<file path="config.mk">
export PLATFORM = sky130hd
export DESIGN_NAME = button_short_long_press_detector
export DESIGN_NICKNAME = d
export VERILOG_FILES = /design/src/rtl/core/bslpd_pkg.sv /design/src/rtl/core/bslpd_front.sv /design/src/rtl/core/bslpd_queue.sv /design/src/rtl/core/bslpd_back.sv /design/src/rtl/core/button_short_long_press_detector.sv
export SDC_FILE = /design/constraint.sdc
export NUM_CORES = 1
export LEC_CHECK = 0
export BUFFER_PORTS_ARGS = -buffer_cell sky130_fd_sc_hd__buf_4
export CAP_MARGIN = 25
export CELL_PAD_IN_SITES_DETAIL_PLACEMENT = 1
export CELL_PAD_IN_SITES_GLOBAL_PLACEMENT = 2
export CORE_ASPECT_RATIO = 0.75
export CORE_MARGIN = 5
export CORE_UTILIZATION = 37
export CTS_CLUSTER_DIAMETER = 80
export DETAILED_ROUTE_END_ITERATION = 16
export PLACE_DENSITY_LB_ADDON = 0.1
export SLEW_MARGIN = 20
export SYNTH_ARGS = -nofsm -noshare
export SYNTH_HDL_FRONTEND = slang
export SYNTH_SLANG_ARGS = --single-unit
</file>
<file path="constraint.sdc">
create_clock -name clk -period 5.28 [get_ports clk]
set_input_delay 1.056 -clock clk [delete_from_list [all_inputs] [get_ports clk]]
set_output_delay 1.056 -clock clk [all_outputs]
set_load 0.01 [all_outputs]
</file>
<file path="src/rtl/core/bslpd_pkg.sv">
package bslpd_pkg;

  localparam int unsigned KEY_SLOTS    = 4;
  localparam int unsigned KEY_NUM_W    = 3;
  localparam int unsigned LIMIT_W      = 16;
  localparam int unsigned MIN_PRESS_MS = 30;
  localparam int unsigned CFG_INDEX_W  = 2;
  localparam int unsigned CFG_DATA_W   = 64;
  localparam int unsigned IN_TDATA_W   = 8;
  localparam int unsigned OUT_TDATA_W  = 8;

  localparam logic [KEY_SLOTS-1:0]  IDLE_MASK_RST   = '0;
  localparam logic [CFG_DATA_W-1:0] SHORT_LIMIT_RST = 64'h01F4_01F4_01F4_01F4;
  localparam logic [CFG_DATA_W-1:0] LONG_LIMIT_RST  = 64'h03E8_03E8_03E8_03E8;

  typedef enum logic [CFG_INDEX_W-1:0] {
    REG_IDLE_MASK   = 2'd0,
    REG_SHORT_LIMIT = 2'd1,
    REG_LONG_LIMIT  = 2'd2
  } reg_index_t;

  typedef struct packed {
    logic [KEY_SLOTS-1:0]  idle_mask;
    logic [CFG_DATA_W-1:0] short_lim;
    logic [CFG_DATA_W-1:0] long_lim;
  } cfg_t;

  // per-key events of one tick; kind bit set means long press
  typedef struct packed {
    logic [KEY_SLOTS-1:0] hit;
    logic [KEY_SLOTS-1:0] kind;
  } evt_rec_t;

endpackage

</file>
<file path="src/rtl/core/bslpd_front.sv">
module bslpd_front
  import bslpd_pkg::*;
#(
  parameter int unsigned NUM_KEYS   = 4,
  parameter int unsigned TIME_WIDTH = 16
) (
  input  logic                 clk,
  input  logic                 rst,
  input  logic                 in_valid,
  output logic                 in_ready,
  input  logic [KEY_SLOTS-1:0] levels,
  input  cfg_t                 cfg,
  input  logic                 q_full,
  output logic                 push,
  output evt_rec_t             rec
);

  localparam int unsigned CMP_W = (TIME_WIDTH > LIMIT_W) ? TIME_WIDTH : LIMIT_W;
  localparam logic [TIME_WIDTH-1:0] TIME_MAX = '1;

  logic accept;
  logic [KEY_SLOTS-1:0] hit;
  logic [KEY_SLOTS-1:0] kind;

  assign in_ready = !q_full;
  assign accept   = in_valid && in_ready;

  genvar i;
  generate
    for (i = 0; i < KEY_SLOTS; i++) begin : g_key
      if (i < NUM_KEYS) begin : g_used
        logic                  prev;
        logic                  armed;
        logic [TIME_WIDTH-1:0] cnt;
        logic                  prev_next;
        logic                  armed_next;
        logic [TIME_WIDTH-1:0] cnt_next;
        logic [TIME_WIDTH-1:0] cnt_inc;
        logic [CMP_W-1:0]      inc_x;
        logic [CMP_W-1:0]      cnt_x;
        logic                  changed;
        logic                  is_short;
        logic                  is_long;
        logic                  arm_mid;

        always_comb begin
          cnt_inc   = (cnt == TIME_MAX) ? cnt : cnt + 1'b1;
          inc_x     = CMP_W'(cnt_inc);
          changed   = levels[i] != prev;
          is_short  = 1'b0;
          prev_next = levels[i];
          if (changed && (levels[i] != cfg.idle_mask[i])) begin
            cnt_next = '0;
            arm_mid  = 1'b1;
          end else if (changed) begin
            is_short = (inc_x > CMP_W'(MIN_PRESS_MS)) &&
                       (inc_x < CMP_W'(cfg.short_lim[LIMIT_W*i +: LIMIT_W]));
            cnt_next = '0;
            arm_mid  = 1'b0;
          end else begin
            cnt_next = cnt_inc;
            arm_mid  = armed;
          end
          cnt_x      = CMP_W'(cnt_next);
          is_long    = arm_mid && (cnt_x > CMP_W'(cfg.long_lim[LIMIT_W*i +: LIMIT_W]));
          armed_next = arm_mid && !is_long;
        end

        always_ff @(posedge clk) begin
          if (rst) begin
            prev  <= 1'b0;
            armed <= 1'b0;
            cnt   <= '0;
          end else if (accept) begin
            prev  <= prev_next;
            armed <= armed_next;
            cnt   <= cnt_next;
          end
        end

        assign hit[i]  = is_short || is_long;
        assign kind[i] = is_long;
      end else begin : g_unused
        assign hit[i]  = 1'b0;
        assign kind[i] = 1'b0;
      end
    end
  endgenerate

  // ticks without events never reach the queue
  assign push     = accept && (|hit);
  assign rec.hit  = hit;
  assign rec.kind = kind;

endmodule

</file>
<file path="src/rtl/core/bslpd_queue.sv">
module bslpd_queue
  import bslpd_pkg::*;
(
  input  logic     clk,
  input  logic     rst,
  input  logic     push,
  input  evt_rec_t wr_rec,
  input  logic     pop,
  output evt_rec_t rd_rec,
  output logic     full,
  output logic     empty
);

  evt_rec_t   mem [2];
  logic       wr_ptr;
  logic       rd_ptr;
  logic [1:0] count;

  assign full   = count == 2'd2;
  assign empty  = count == 2'd0;
  assign rd_rec = mem[rd_ptr];

  always_ff @(posedge clk) begin
    if (push) begin
      mem[wr_ptr] <= wr_rec;
    end
  end

  always_ff @(posedge clk) begin
    if (rst) begin
      wr_ptr <= 1'b0;
      rd_ptr <= 1'b0;
      count  <= 2'd0;
    end else begin
      if (push) begin
        wr_ptr <= !wr_ptr;
      end
      if (pop) begin
        rd_ptr <= !rd_ptr;
      end
      if (push && !pop) begin
        count <= count + 2'd1;
      end else if (pop && !push) begin
        count <= count - 2'd1;
      end
    end
  end

endmodule

</file>
<file path="src/rtl/core/bslpd_back.sv">
module bslpd_back
  import bslpd_pkg::*;
(
  input  logic                 clk,
  input  logic                 rst,
  input  evt_rec_t             rec,
  input  logic                 q_empty,
  output logic                 pop,
  output logic                 out_valid,
  input  logic                 out_ready,
  output logic [KEY_NUM_W-1:0] out_key,
  output logic                 out_kind,
  output logic                 out_last
);

  logic [KEY_SLOTS-1:0] pend;
  logic [KEY_SLOTS-1:0] kind;
  logic [KEY_SLOTS-1:0] low_bit;
  logic [KEY_SLOTS-1:0] rest;
  logic [KEY_NUM_W-1:0] key_num;
  logic                 out_load;
  logic                 adv;

  always_comb begin
    low_bit = pend & (~pend + 1'b1);
    rest    = pend & ~low_bit;
    key_num = '0;
    for (int k = 0; k < KEY_SLOTS; k++) begin
      if (low_bit[k]) begin
        key_num = KEY_NUM_W'(k + 1);
      end
    end
    out_load = !out_valid || out_ready;
    adv      = (|pend) && out_load;
    // refill as the last key of the current tick goes out
    pop      = !q_empty && (!(|pend) || (adv && (rest == '0)));
  end

  always_ff @(posedge clk) begin
    if (rst) begin
      pend      <= '0;
      out_valid <= 1'b0;
    end else begin
      if (pop) begin
        pend <= rec.hit;
      end else if (adv) begin
        pend <= rest;
      end
      if (adv) begin
        out_valid <= 1'b1;
      end else if (out_ready) begin
        out_valid <= 1'b0;
      end
    end
  end

  always_ff @(posedge clk) begin
    if (pop) begin
      kind <= rec.kind;
    end
    if (adv) begin
      out_key  <= key_num;
      out_kind <= |(kind & low_bit);
      out_last <= rest == '0;
    end
  end

endmodule

</file>
<file path="src/rtl/core/button_short_long_press_detector.sv">
// An event reaches m_axis through the queue, the pending register and the output register.
// Throughput: one tick beat per cycle while the queue is not full; a tick with n events
// sends n event beats, one per cycle while m_axis_tready is high, set by the single output register.
// A two-entry queue between the key tracker and the event serializer absorbs bursts.
// Reset (rst, synchronous): all keys released and disarmed, counters zero,
// registers back to idle mask 0, short limits 500 ms, long limits 1000 ms.
module button_short_long_press_detector
  import bslpd_pkg::*;
#(
  parameter int unsigned NUM_KEYS   = 4,
  parameter int unsigned TIME_WIDTH = 16
) (
  input  logic                   clk,
  input  logic                   rst,
  input  logic                   s_axis_tvalid,
  output logic                   s_axis_tready,
  input  logic [IN_TDATA_W-1:0]  s_axis_tdata,  // [3:0] key_levels
  output logic                   m_axis_tvalid,
  input  logic                   m_axis_tready,
  output logic [OUT_TDATA_W-1:0] m_axis_tdata,  // [2:0] key_number
  output logic                   m_axis_tuser,  // [0] press_kind
  output logic                   m_axis_tlast,
  input  logic                   cfg_valid,
  output logic                   cfg_ready,
  input  logic [CFG_INDEX_W-1:0] cfg_index,
  input  logic [CFG_DATA_W-1:0]  cfg_data
);

  cfg_t                 cfg;
  evt_rec_t             wr_rec;
  evt_rec_t             rd_rec;
  logic                 push;
  logic                 pop;
  logic                 q_full;
  logic                 q_empty;
  logic [KEY_NUM_W-1:0] out_key;

  assign cfg_ready = 1'b1;

  always_ff @(posedge clk) begin
    if (rst) begin
      cfg.idle_mask <= IDLE_MASK_RST;
      cfg.short_lim <= SHORT_LIMIT_RST;
      cfg.long_lim  <= LONG_LIMIT_RST;
    end else if (cfg_valid && cfg_ready) begin
      case (reg_index_t'(cfg_index))
        REG_IDLE_MASK:   cfg.idle_mask <= cfg_data[KEY_SLOTS-1:0];
        REG_SHORT_LIMIT: cfg.short_lim <= cfg_data;
        REG_LONG_LIMIT:  cfg.long_lim  <= cfg_data;
        default: begin
        end
      endcase
    end
  end

  bslpd_front #(
    .NUM_KEYS  (NUM_KEYS),
    .TIME_WIDTH(TIME_WIDTH)
  ) u_front (
    .clk     (clk),
    .rst     (rst),
    .in_valid(s_axis_tvalid),
    .in_ready(s_axis_tready),
    .levels  (s_axis_tdata[KEY_SLOTS-1:0]),
    .cfg     (cfg),
    .q_full  (q_full),
    .push    (push),
    .rec     (wr_rec)
  );

  bslpd_queue u_queue (
    .clk   (clk),
    .rst   (rst),
    .push  (push),
    .wr_rec(wr_rec),
    .pop   (pop),
    .rd_rec(rd_rec),
    .full  (q_full),
    .empty (q_empty)
  );

  bslpd_back u_back (
    .clk      (clk),
    .rst      (rst),
    .rec      (rd_rec),
    .q_empty  (q_empty),
    .pop      (pop),
    .out_valid(m_axis_tvalid),
    .out_ready(m_axis_tready),
    .out_key  (out_key),
    .out_kind (m_axis_tuser),
    .out_last (m_axis_tlast)
  );

  assign m_axis_tdata = {{(OUT_TDATA_W-KEY_NUM_W){1'b0}}, out_key};

endmodule

</file>
* After elaboration in Yosys (flattened, before gate mapping)
Memories as Yosys holds them, arrays and structs flattened. A register that Yosys moved wholly into a read port is not among the register bits.
Index checks and enable logic that the tools add are counted.
** Word-level totals
- Output and inout port bits :: 13
- RAM bits :: 16
- Input port bits :: 79
- Memories :: 1
- Word-level logic and storage cells :: 158
- Register bits after elaboration :: 222
** Operators by class
- Bitwise operators :: 5
- Mux-type cells :: 41
- Reduce and logical (&&, ||, !) cells :: 53
- Add/sub/neg operators :: 7
- Order comparisons :: 12
- Equality and inequality tests :: 15
** Memories
- u_queue.mem :: depth 2, width 8, read ports 1, clocked after memory_dff 1, wr ports 1, RTL line bslpd_queue.sv:14 : evt_rec_t mem [2];
** Operators by type and width (count)
- 2-to-1 mux 16 bit :: 12
- adder 16 x 1 -> 16 bit (second input constant) :: 4
- equality test 16 bit (second input constant) :: 4
- greater-than comparator 16 bit :: 4
- greater-than comparator 16 x 5 -> 1 bit (second input constant) :: 4
- less-than comparator 16 bit :: 4
- logical AND 1 bit :: 23
- 2-to-1 mux 1 bit :: 23
- bitwise AND 4 bit :: 3
- zero test 1 bit :: 12
- OR reduction 4 bit :: 3
- 2-to-1 mux 2 bit :: 4
- 2-to-1 mux 4 bit :: 2
- != test 1 bit :: 8
- inverter 4 bit :: 2
- logical OR 1 bit :: 6
- AND reduction 2 bit :: 3
- nonzero test 2 bit :: 3
- adder 4 x 1 -> 4 bit (second input constant) :: 1
- equality test 2 bit (second input constant) :: 2
- zero test 2 bit :: 2
- zero test 4 bit :: 1
- adder 2 x 1 -> 2 bit (second input constant) :: 1
- equality test 2 x 1 -> 1 bit (second input constant) :: 1
- subtractor 2 x 1 -> 2 bit (second input constant) :: 1

* Logic depth before layout (Yosys ltp)
Gate-level depths: netlist of run 1.
- Depth after elaboration :: 13
- Gate-level depth with buffers :: 22
- Depth with buffers taken out :: 20

* Hierarchy
A second synthesis of run 1 with hierarchy kept.
** Second synthesis, totals
- Cell total of the unflattened synthesis :: 1853
- Area, all modules :: 15421.0 µm²
** By module, submodules not included
- bslpd_front :: area each 8495.6 µm², cells an instance 1225, instances 1, sequential area each 1441.4 µm²
- button_short_long_press_detector :: area each 5475.3 µm², cells an instance 527, instances 1, sequential area each 2642.5 µm²
- bslpd_queue :: area each 783.3 µm², cells an instance 47, instances 1, sequential area each 580.6 µm²
- bslpd_back :: area each 666.9 µm², cells an instance 54, instances 1, sequential area each 370.4 µm²

* Worst setup path after synthesis of run 1
Ideal clock, no wire load.
- Kind :: input-to-reg
- Start :: input s_axis_tdata[1]
- End :: register u_queue.count[1]
- Stages :: 17
- Library setup time :: 70 ps
- Arrival :: 4780 ps
- Buffers on the path :: 2
- Path slack :: 429 ps
- Required time :: 5210 ps
- Cells stage by stage :: clkbuf_1 xor2_1 clkbuf_1 nor2b_1 ha_1 a21o_1 a21o_1 a211oi_1 o31ai_1 a221oi_1 nor2_1 a41o_1 o31ai_1 inv_1 ha_1 or3_1 a21oi_1
** RTL lines
- start, declared :: RTL line button_short_long_press_detector.sv:17 : input logic [IN_TDATA_W-1:0] s_axis_tdata,
- end signal, assigned :: RTL line bslpd_queue.sv:42 : count <= count + 2'd1;
- end signal, assigned :: RTL line bslpd_queue.sv:44 : count <= count - 2'd1;
- end, declared :: RTL line bslpd_queue.sv:17 : logic [1:0] count;

* Worst setup path after layout of run 1
- Start :: register u_front.g_key[0].g_used.cnt[2]
- End :: register u_queue.count[1]
** Between the ends
- Cells in the longest elaborated chain, start to end :: 12
- Elaborated cells on any way between the ends :: 20
- Classes of those cells :: 1 x add/sub; 3 x order compare; 1 x eq/ne; 6 x mux; 9 x reduce/logical
** RTL lines
- start, declared :: RTL line bslpd_front.sv:34 : logic [TIME_WIDTH-1:0] cnt;
- start signal, assigned :: RTL line bslpd_front.sv:77 : cnt <= cnt_next;
- adder 16 x 1 -> 16 bit / equality test 16 bit (equally long branches) :: RTL line bslpd_front.sv:47 : cnt_inc = (cnt == TIME_MAX) ? cnt : cnt + 1'b1;
- 2-to-1 mux 16 bit * :: RTL line bslpd_front.sv:47
- greater-than comparator 16 x 5 -> 1 bit (tied with other cells) :: RTL line bslpd_front.sv:56 : is_short = (inc_x > CMP_W'(MIN_PRESS_MS)) &&
- logical AND 1 bit / 2-to-1 mux 16 bit (equally long branches) :: RTL line bslpd_front.sv:56, bslpd_front.sv:52
- 2-to-1 mux 1 bit / greater-than comparator 16 bit (equally long branches) :: RTL line bslpd_front.sv:55, bslpd_front.sv:65
- 2-to-1 mux 1 bit / logical AND 1 bit (equally long branches) :: RTL line bslpd_front.sv:52, bslpd_front.sv:65
- logical OR 1 bit * :: RTL line bslpd_front.sv:81 : assign hit[i] = is_short || is_long;
- OR reduction 4 bit * :: RTL line bslpd_front.sv:91 : assign push = accept && (|hit);
- logical AND 1 bit * :: RTL line bslpd_front.sv:91
- net push :: RTL line button_short_long_press_detector.sv:32 : logic push;
- zero test 1 bit :: RTL line bslpd_queue.sv:43 : end else if (pop && !push) begin
- logical AND 1 bit :: RTL line bslpd_queue.sv:43
- nonzero test 2 bit (no source line)
The timed path passes the listed nets; every way through them passes the cells marked *.
A chain may end at the register's enable or synchronous reset.

==> results of run 1 <==
-- layout by cell type (no fill, tap or decap), types with 7 or more instances in the layout --
| cell type | netlist | layout |
|---|---|---|
| a211o_1 | 49 | 49 |
| a211oi_1 | 7 | 7 |
| a21o_1 | 25 | 25 |
| a21oi_1 | 211 | 211 |
| a31oi_1 | 12 | 12 |
| and2_1 | 23 | 22 |
| and3_1 | 20 | 20 |
| and4_1 | 20 | 20 |
| buf_4 | 6 | 127 |
| clkbuf_16 | 0 | 30 |
| clkinv_2 | 0 | 8 |
| dfxtp_1 | 214 | 214 |
| edfxtp_1 | 25 | 25 |
| ha_1 | 125 | 124 |
| inv_1 | 148 | 148 |
| mux2_2 | 8 | 8 |
| mux2i_1 | 19 | 19 |
| nand2_1 | 351 | 350 |
| nand2b_1 | 13 | 13 |
| nand3_1 | 39 | 39 |
| nand4_1 | 45 | 45 |
| nor2_1 | 124 | 124 |
| nor2b_1 | 32 | 32 |
| nor3_1 | 29 | 28 |
| nor4_1 | 13 | 13 |
| o2111ai_1 | 8 | 8 |
| o21a_1 | 11 | 11 |
| o21ai_0 | 43 | 43 |
| or2_2 | 8 | 8 |
| xnor2_1 | 30 | 29 |
| xor2_1 | 21 | 21 |
-- metrics by stage --
stage	utilization (%)	TNS, ns
6_report	42.7	0
5_1_grt	42.7	-0.00490
4_1_cts	42.5	0
3_5_place_dp	40.1	0
3_3_place_gp	40.1	0
2_1_floorplan	-	0
-- state kept, by name, indices dropped and copies added (netlist names), 3 cells and up, named ones only --
register / cells
u_back.kind: 4
u_back.out_key: 3
u_front.g_key.g_used.cnt: 64
cfg: 132
u_front.g_key.g_used.prev: 4
u_queue.mem: 16
u_back.pend: 4
u_front.g_key.g_used.armed: 4
-- timing repair --
| action | 4_1_cts | 5_1_grt |
|---|---|---|
| setup endpoints to repair | 0 | 18 |
| hold buffers | 0 | 0 |
| buffers inserted | 0 | 1 |
| resized for setup | 0 | 6 |
-- path summary, 6_finish.rpt --
kind,start,to,cells past startpoint,slack (ns)
setup / recovery,u_front.g_key[0].g_used.cnt[2],u_queue.count[1],18,0.32
hold / removal,cfg[115],cfg[115],2,0.45
setup reg to reg,u_front.g_key[0].g_used.cnt[2],u_queue.count[1],18,0.32
hold reg to reg,cfg[115],cfg[115],2,0.45
-- metal layers --
metal / up-vias / part of all wire [%]
met4: 0 / 1.0
met1: 6364 / 54
met3: 27 / 2.8
met2: 117 / 42
li1: 6625 / -
met5: - / 0
-- power by group through the flow --
stage / clock [mW] / sequential [mW] / combinational [mW]
floorplan: 0 / 2.04 / 0.512
detailed placement: 0 / 2.08 / 0.781
finish: 2.01 / 2.04 / 0.782
global route: 2.15 / 2.06 / 0.872
global placement: 0 / 2.08 / 0.762
CTS: 2.08 / 2.04 / 0.788
-- worst max-delay path, stage by stage (launching register included) --
cell and delay [ns]:
dfxtp_1 0.56, and4_1 0.40, nand2_1 0.17, o31a_1 0.29, or2_2 0.32, ha_1 0.31, o2111ai_1 0.15, or2_2 0.32
a21boi_0 0.22, a311oi_1 0.10, maj3_2 0.36, o311ai_4 0.35, nand3b_2 0.17, o31ai_2 0.23, inv_1 0.11, ha_1 0.21
xor2_1 0.15, or3_1 0.32, a21oi_1 0.15
-- cells in the mapped netlist (6+ instances only) --
master / number / area, um2
a31oi_1: 12 / 75.1
xor2_1: 21 / 184
a211o_1: 49 / 429
mux2_2: 8 / 90.1
inv_1: 148 / 556
a21o_1: 25 / 188
nand3_1: 39 / 195
and3_1: 20 / 125
a211oi_1: 7 / 52.6
nand2_1: 351 / 1320
ha_1: 125 / 1560
mux2i_1: 19 / 190
o31ai_1: 6 / 45.0
nor2b_1: 32 / 200
edfxtp_1: 25 / 751
nor4_1: 13 / 81.3
xnor2_1: 30 / 263
a21oi_1: 211 / 1060
nand2b_1: 13 / 81.3
o21a_1: 11 / 82.6
dfxtp_1: 214 / 4280
nor2_1: 124 / 465
and4_1: 20 / 175
and2_1: 23 / 144
o21ai_0: 43 / 215
clkbuf_1: 94 / 353
buf_1: 10 / 37.5
buf_2: 15 / 75.1
nand4_1: 45 / 282
nor3_1: 29 / 145
buf_4: 6 / 45.0
or2_2: 8 / 50.1
o2111ai_1: 8 / 70.1
-- cell families after synthesis --
kind of cell	after synthesis	synth area share, %
AO/OA/AOI/OAI	425	18.3
other	2	0.0511
XOR/XNOR	51	3.04
multiplexers	27	1.91
adder cells (fa/ha/maj)	129	10.9
flip-flops	239	34.2
AND/OR/NAND/NOR	748	24.1
buffers and inverters	278	7.46
-- layout make-up --
type                    count  share of cell area, %
multi-input cells        1386                   51.3
repair buffers            130                   6.01
clock inverters            15                  0.721
well taps                 520                   3.87
clock buffers              37                   4.91
flip-flops and latches    239                   29.9
inverters                 148                   3.30
==> run metrics, run 1 <==
PD cells 287 nW/um2; fin crit share 93.9%; number of global-route vias before repair ~13000; total CTS buffers 28; status complete, no violations; met3 Use GR 2.52%; CP Data Arrival Time 5.45 ns; initial antenna violation count 1; fin cells 2475; Sink Count about 240; Synth cell types 80; # port buffers 81; Routed WL 45400 um; asr flop ratio synth 0%; Post-DRT Antenna Nets 0; DRT iter0 DRCs 585; Synth warnings 0; total track usage 20.2%; post-route minimum period 4.96 ns; WL/cell 18.3 um; die area approximately 44000 um2; sequential power share between 40 and 50%; Clock power frac 41.6%; setup violators final 0; Clock Tree Buf Depth 3; Design Area, Final 16800 um2; Startpoint Class register; H-tree depth 1; FMAX 202 MHz; drt via density 5.31; Rel. slew slack 28.4%; final hold violations 0; Worst Setup End Kind register; Total Power 4.84 mW; Site Rows 63; hold crit path type reg -> reg; post-DP HPWL 33200 um; Critical Path Fanout Max 12; GR peak layer met1; Final GP Congestion 0.810; EDFF count, synth 25; IO Pins 92; Slew Limit Fails 0; Seq/Total Area, Yosys 34.2%; Clock Latency Late Sink 0.56 ns; Max Cap Viol 0; Synth Area per Inst 7.74 um2; layout cells sized above 1 11.2%; Pint 3.45 mW; Sequential Area 5030 um2; Logic pwr share 16.2%; Seq cells post-synth 239; grt ovf 0; Worst-path clk slew 0.06 ns; DP Worst Slack a little over 0.09 ns; Placed Area 15800 um2; Nets 2137; Die Wd between 200 and 250 um; Fillers between 4000 and 5000; Lkg Pwr 7.17 nW; Hold Slack 0.455 ns; die height approximately 180 um; Sw Pwr approximately 1.4 mW; CTS root buffer clkbuf_16; final worst slack approximately 0.32 ns; residual DRC count 0; GRT met1 Usage 31.2%; Gate Count Post-Synth 1899; TritonCTS clock tree built; Layout area overhead 14.5%; first-pass GRT wire length 72600 um; Max VDD drop 0.224 mV; M2 GR Usage 30.9%; Max Clock Skew 0.00992 ns; worst-margin pin slew about 1.1 ns; WS Path Type reg -> reg; post-placement cell count 2421; core area 39400 um2; Ant. Diodes 0; pin count of the biggest net entering global routing about 120; Initial Utilization 37.3%; synthesized area 14700 um2; CP Data Required Time 5.77 ns; Initial DRT Pass Iterations 5; Via Count about 13000; switching share of power 28.7%; multi-input combinational cell area 8630 um2; Post-synth top flop dfxtp_1
No activity file was read; power rests on OpenSTA's default activity.
==> inputs of run 2 (changes only) <==
ABC_AREA = 1   (was unset)
CORE_UTILIZATION = 36   (was 37)
GPL_TIMING_DRIVEN = 0   (was unset)
==> run 2 against run 1 <==
Net effect: critical path depth is 1 higher; setup slack better by 0.30 ns; first-iteration DRC count is 20% higher; critical endpoint is now u_queue.mem[0][1].
==> run metrics, run 2 <==
post-route minimum period 4.66 ns (-0.300 ns); met2 wire length 22100 um (+15%); die area 43100 um2 (-1.7%); layout cells sized above 1 10.4% (-0.74 points); post-DP HPWL 40000 um (+21%); H-tree depth 1 (unchanged); first-pass GRT wire length 78300 um (+7.8%); Clock Latency Late Sink 0.56 ns (about the same); Total Power 5.96 mW (+23%); Final GP Congestion 0.871 (+7.5%); Startpoint Class input port; Die Wd 238 um (-0.86%); DRT iter0 DRCs 704 (+20%); Post-synth top flop dfxtp_1; total track usage 23.0% (+2.8 points); wire length on met1 25500 um (+4.8%); FMAX 215 MHz (+6.4%); sequential power share 38.5% (-3.7 points); Synth warnings 0 (unchanged); Largest Register cfg; most numerous cell in the Yosys netlist nand2_1; Max VDD drop 0.234 mV (+4.7%); Post-DRT Antenna Nets 0 (unchanged); biggest regs cfg: 132 flops, u_front.g_key.g_used.cnt: 64 flops, u_queue.mem: 16 flops; setup violators final 0 (unchanged); CP Data Arrival Time 4.83 ns (-0.62 ns); hold crit path type reg -> reg; Sink Count 239 (unchanged); Ant. Diodes 0 (unchanged); Synth Area per Inst 7.28 um2 (-6.0%); status complete, no violations; grt ovf 0 (unchanged); TritonCTS clock tree built; most frequent cells in the layout 367 x nand2_1, 274 x inv_1, 214 x dfxtp_1, 200 x a21oi_1, 165 x o21ai_0; WL met3 1860 um (+46%); WS Path Type in -> reg; Rel. slew slack 31.6% (+3.1 points); max reg flops 132 (unchanged); number of global-route vias before repair 13673 (+3.9%); Initial DRT Pass Iterations 5 (unchanged); Worst-path clk slew 0.06 ns (about the same); Routed WL 50800 um (+12%); Via Count 13253 (+0.91%); drt via density 5.14 (-3.1%); Lkg Pwr 7.69 nW (+7.1%); capturing point of the worst reg2reg path u_queue.mem[0][1]; switching share of power 35.7% (+7.0 points); final hold violations 0 (unchanged); initial antenna violation count 0 (-1); Resized Gates After CTS 0 (unchanged); residual DRC count 0 (unchanged); synthesized area 14000 um2 (-4.4%); WL/cell 19.7 um (+7.5%); fin crit share 88.2% (-5.7 points); unrepaired setup endpoints after global routing false; Post-synth top cells 367 x nand2_1, 274 x inv_1, 214 x dfxtp_1; cts hold-fix bufs 0 (unchanged); Hold Path End cfg[94]; CP Data Required Time 5.46 ns (-0.31 ns); CTS root buffer clkbuf_16; Nets 2250 (+5.3%); PD cells 368 nW/um2 (+28%); pin count of the biggest net entering global routing 14 (-89%); core area 38400 um2 (-2.6%); Pint 3.83 mW (+11%); Max Cap Viol 0 (unchanged); asr flop ratio synth 0% (unchanged); leading cell type in the layout, fill and taps excluded nand2_1; Yosys top cell area share 30.5% (+1.4 points); Seq cells post-synth 239 (unchanged); IO Pins 92 (unchanged); Hold Crit Start cfg[94]; worst-margin pin slew 1.03 ns (-0.0446 ns); Max Clock Skew 0.0169 ns (+0.00698 ns); reg-to-reg critical path startpoint u_front.g_key[1].g_used.cnt[4]; synth top area cells dfxtp_1 30%, ha_1 11%, nand2_1 9.8%, inv_1 7.3%, a21oi_1 7.1%; Worst Setup End Kind register; Sw Pwr 2.13 mW (+54%); register-to-register setup slack 0.68 ns (+0.36 ns); Seq/Total Area, Yosys 35.8% (+1.6 points); Setup TNS 0 ns (unchanged); EDFF count, synth 25 (unchanged); Clock Tree Buf Depth 3 (unchanged); R2R depth 21 (+3); Logic pwr share 28.4% (+12 points); Slew Limit Fails 0 (unchanged); hold path depth 2 (unchanged); total CTS buffers 27 (-3.6%); Clock power frac 33.1% (-8.5 points); Critical Path Fanout Max 10 (-2); Top Layer Used met4; postcts setup bufs 0 (unchanged); # port buffers 81 (unchanged); Layout area overhead 15.5%; Initial Utilization 36.6% (-0.72 points); biggest area consumer among synthesized cells dfxtp_1; Synth cell types 54 (-33%); die height 181 um (-0.85%); Site Rows 62 (-1.6%); Gate Count Post-Synth 1931 (+1.7%)
## run 2: power groups by stage
stage               logic [mW]  clock network, mW  registers [mW]
global route              1.91               2.08            2.33
global placement          1.63                  0            2.32
detailed placement        1.69                  0            2.33
floorplan                 1.10                  0            2.29
CTS                       1.70               2.01            2.30
finish                    1.70               1.97            2.29
## run 2: worst max path at each step
stage / from / to / slack [ns] / depth (start not counted)
2_1_floorplan: s_axis_tdata[0] / u_queue.count[1] / 1.38 / 24
3_3_place_gp: s_axis_tdata[3] / u_queue.mem[0][1] / 0.16 / 19
3_5_place_dp: s_axis_tdata[3] / u_queue.mem[0][3] / 0.07 / 19
4_1_cts: s_axis_tdata[3] / u_queue.mem[0][0] / 0.64 / 19
5_1_grt: s_axis_tdata[0] / u_queue.mem[0][4] / 0.21 / 20
6_report: s_axis_tdata[3] / u_queue.mem[0][1] / 0.62 / 19
## run 2: per-stage QoR
stage	cells	area [um2]	worst slack, ns	hold slack (ns)	utilization, %
6_report	2578	16200	0.621	0.465	42.3
5_1_grt	2578	16200	0.206	0.487	42.3
4_1_cts	2578	16200	0.641	0.463	42.3
3_5_place_dp	2529	15300	0.0686	0.452	39.9
3_3_place_gp	2528	15300	0.163	0.438	39.9
2_1_floorplan	1935	14100	1.38	0.425	-
## run 2: metal layers
layer  up-vias  GRT usage, %
li1       6563             -
met1      6382          33.5
met2       233          36.6
met3        75          2.76
met4         0          5.14
met5         -             0
## run 2: cell families (layout without fill, tap and decap cells)
logic type,after synthesis,in the layout,share of synthesized area [%]
AO/OA/AOI/OAI,460,460,18.1
XOR/XNOR,41,41,2.56
AND/OR/NAND/NOR,688,688,21.3
flip-flops,239,239,35.8
other,2,6,0.0535
multiplexers,10,10,0.793
adder cells (fa/ha/maj),125,125,11.1
buffers and inverters,366,497,10.3
## run 2: area by class of cell
| class | count | area [um2] |
|---|---|---|
| Buffer | 79 | 363 |
| Clock buffer | 37 | 753 |
| Clock inverter | 12 | 146 |
| Fill cell | 4867 | 22200 |
| Inverter | 287 | 1080 |
| Multi-Input combinational cell | 1330 | 7590 |
| Sequential cell | 239 | 5030 |
| Tap cell | 512 | 641 |
| Timing Repair Buffer | 82 | 616 |
## run 2: critical path, stage by stage
cell and delay (ns):
buf_4 0.13, inv_1 0.05, nor2_1 0.04, nor2_1 0.46
clkbuf_1 0.52, nand2_1 0.17, inv_1 0.13, ha_1 0.14
nand2_1 0.07, o21a_1 0.18, o221ai_1 0.24, nand2_1 0.09
a22o_1 0.21, or2_2 0.34, nand2_2 0.14, nor2_1 0.07
nand2_2 0.09, nand2_1 0.08, nor2_1 0.61
==> inputs of run 3 (changes only) <==
ABC_AREA = unset   (was 1)
CORE_UTILIZATION = 37   (was 36)
==> run 3 against run 2 <==
Net effect: fmax is 8.5% lower; clock power decreased by 7%; via count up 4.7%; clock skew down 0.0047 ns; cell area increased by 5.1%; setup slack lost 0.43 ns; worst hold slack worse by 0.011 ns.
==> run metrics, run 3 (same netlist as run 1, synthesis figures left out) <==
post-placement cell count 2500 (-1.1%); first-pass GRT wire length 82200 um (+5.0%); Sw Pwr 1.46 mW (-32%); Max VDD drop 0.213 mV (-9.0%); fin crit share 96.4% (+8.2 points); Layout Utilization 43.3% (+1.0 points); Lkg Pwr 7.20 nW (-6.3%); TritonCTS clock tree built; Startpoint Class register; Largest Register cfg; Clock power frac 38.9% (+5.8 points); total track usage 23.7% (+0.76 points); setup violators final 0 (unchanged); critical path startpoint u_front.g_key[0].g_used.cnt[1]; Critical-path top delay cell or4_4; biggest regs cfg: 132 flops, u_front.g_key.g_used.cnt: 64 flops, u_queue.mem: 16 flops; Nets 2212 (-1.7%); most frequent cells in the layout 351 x nand2_1, 212 x dfxtp_1, 211 x a21oi_1, 147 x inv_1, 122 x nor2_1; CP Data Arrival Time 5.59 ns (+0.76 ns); PD cells 278 nW/um2 (-24%); CP Data Required Time 5.77 ns (+0.31 ns); # port buffers 77 (-4.9%); Worst path max stage delay 0.61 ns (about the same); residual DRC count 0 (unchanged); die height 183 um (+0.86%); Initial Utilization 37.3% (+0.72 points); Max Clock Skew 0.0122 ns (-0.00470 ns); FMAX 196 MHz (-8.5%); R2R depth 22 (+4.8%); Critical Path Fanout Max 10 (unchanged); leading cell type in the layout, fill and taps excluded nand2_1; hold path depth 2 (unchanged); Hold Crit Start cfg[74]; grt ovf 0 (unchanged); worst-margin pin slew 1.02 ns (-0.00976 ns); Sink Count 239 (unchanged); Hold Slack 0.455 ns (-0.0107 ns); Rel. slew slack 32.2% (+0.65 points); drt via density 5.44 (+5.9%); Via Count 13873 (+4.7%); layout cells sized above 1 10.8% (+0.44 points); sequential power share 42.4% (+3.9 points); Routed WL 53400 um (+5.1%); post-DP HPWL 40700 um (+1.8%); Final GP Congestion 0.871 (about the same); initial antenna violation count 1 (+1); Worst-path clk slew 0.06 ns (about the same); capturing point of the worst reg2reg path u_queue.count[1]; Site Rows 63 (+1.6%); hold crit path type reg -> reg; status complete, no violations; Post-DRT Antenna Nets 0 (unchanged); number of global-route vias before repair 13952 (+2.0%); Pint 3.28 mW (-14%); pin count of the biggest net entering global routing 14 (unchanged); H-tree depth 1 (unchanged); cts hold-fix bufs 0 (unchanged); core area 39400 um2 (+2.6%); Initial DRT Pass Iterations 5 (unchanged); total CTS buffers 28 (+3.7%); Worst Setup End Kind register; Total Power 4.73 mW (-21%); register-to-register setup slack 0.19 ns (-0.49 ns); Design Area, Final 17100 um2 (+5.1%); CP Cell Sequence ha_1, clkbuf_4, nand4_1, or4_4, buf_6, nand4_1, xnor2_2, ha_2, o2111ai_1, or2_2, a21boi_0, a311oi_1, maj3_2, o311ai_4, buf_6, nand3b_4, o31ai_4, inv_2, ha_4, xor2_1, or3_1, a21oi_1; Die Wd 240 um (+0.87%); CTS root buffer clkbuf_16; WS Path Type reg -> reg; Hold Path End cfg[74]; CP Buf/Inv Count 4 (unchanged); critical path's top delay family simple AND/OR/NAND/NOR gates; reg-to-reg critical path startpoint u_front.g_key[0].g_used.cnt[1]; Slew Limit Fails 0 (unchanged); WL/cell 20.9 um (+6.3%); max reg flops 132 (unchanged); Clock Tree Buf Depth 3 (unchanged); Setup TNS 0 ns (unchanged); die area 43900 um2 (+1.7%); Logic pwr share 18.6% (-9.8 points); post-route minimum period 5.09 ns (+0.432 ns); Clock Latency Late Sink 0.57 ns (about the same); IO Pins 92 (unchanged); final hold violations 0 (unchanged); switching share of power 30.7% (-5.0 points); Placed Area 15900 um2 (+4.0%); DP Worst Slack -1.09 ns (-1.16 ns); Layout area overhead 16.0%; fin cells 2549 (-1.1%); Max Cap Viol 0 (unchanged); DRT iter0 DRCs 819 (+16%); final worst slack 0.188 ns (-0.432 ns)
run 3: layout make-up:
cell class | instances | area [um2]
fillers | 4875 | 22400
multi-input cells | 1386 | 8810
flip-flops and latches | 239 | 5040
clock buffers | 37 | 776
well taps | 520 | 651
repair buffers | 84 | 634
inverters | 148 | 556
plain buffers | 121 | 515
clock inverters | 13 | 65.1
diodes | 1 | 2.50
run 3: tightest hold or removal path: stages (launching register included):
cell and delay (ns):
dfxtp_1 0.31, nand2_1 0.05, a21oi_1 0.05
run 3: worst max path at each step:
stage	endpoint	cells after the start
CTS	u_queue.count[1]	19
global route	u_queue.count[1]	22
global placement	u_queue.count[1]	17
detailed placement	u_queue.count[1]	17
finish	u_queue.count[1]	22
floorplan	u_queue.count[1]	17
run 3: routing by layer:
metal  share of wire [%]  routed length [um]  track usage (%)
met1                  51               27200             36.1
met2                  43               23100             36.4
met3                 4.2                2240             3.16
met4                 1.5                 789             3.97
met5                   0                   0                0
run 3: power groups by stage:
stage,Clock [mW],Sequential (mW),Combinational (mW)
2_1_floorplan,0,2.04,0.512
3_3_place_gp,0,2.04,0.847
3_5_place_dp,0,2.05,0.865
4_1_cts,1.89,2.01,0.874
5_1_grt,1.96,2.02,0.976
6_report,1.84,2.01,0.882
run 3: what timing repair did:
action                     CTS  global route
pin swaps                    1             7
gates resized for setup     17            34
buffers inserted             0             7
setup endpoints to repair   18            18
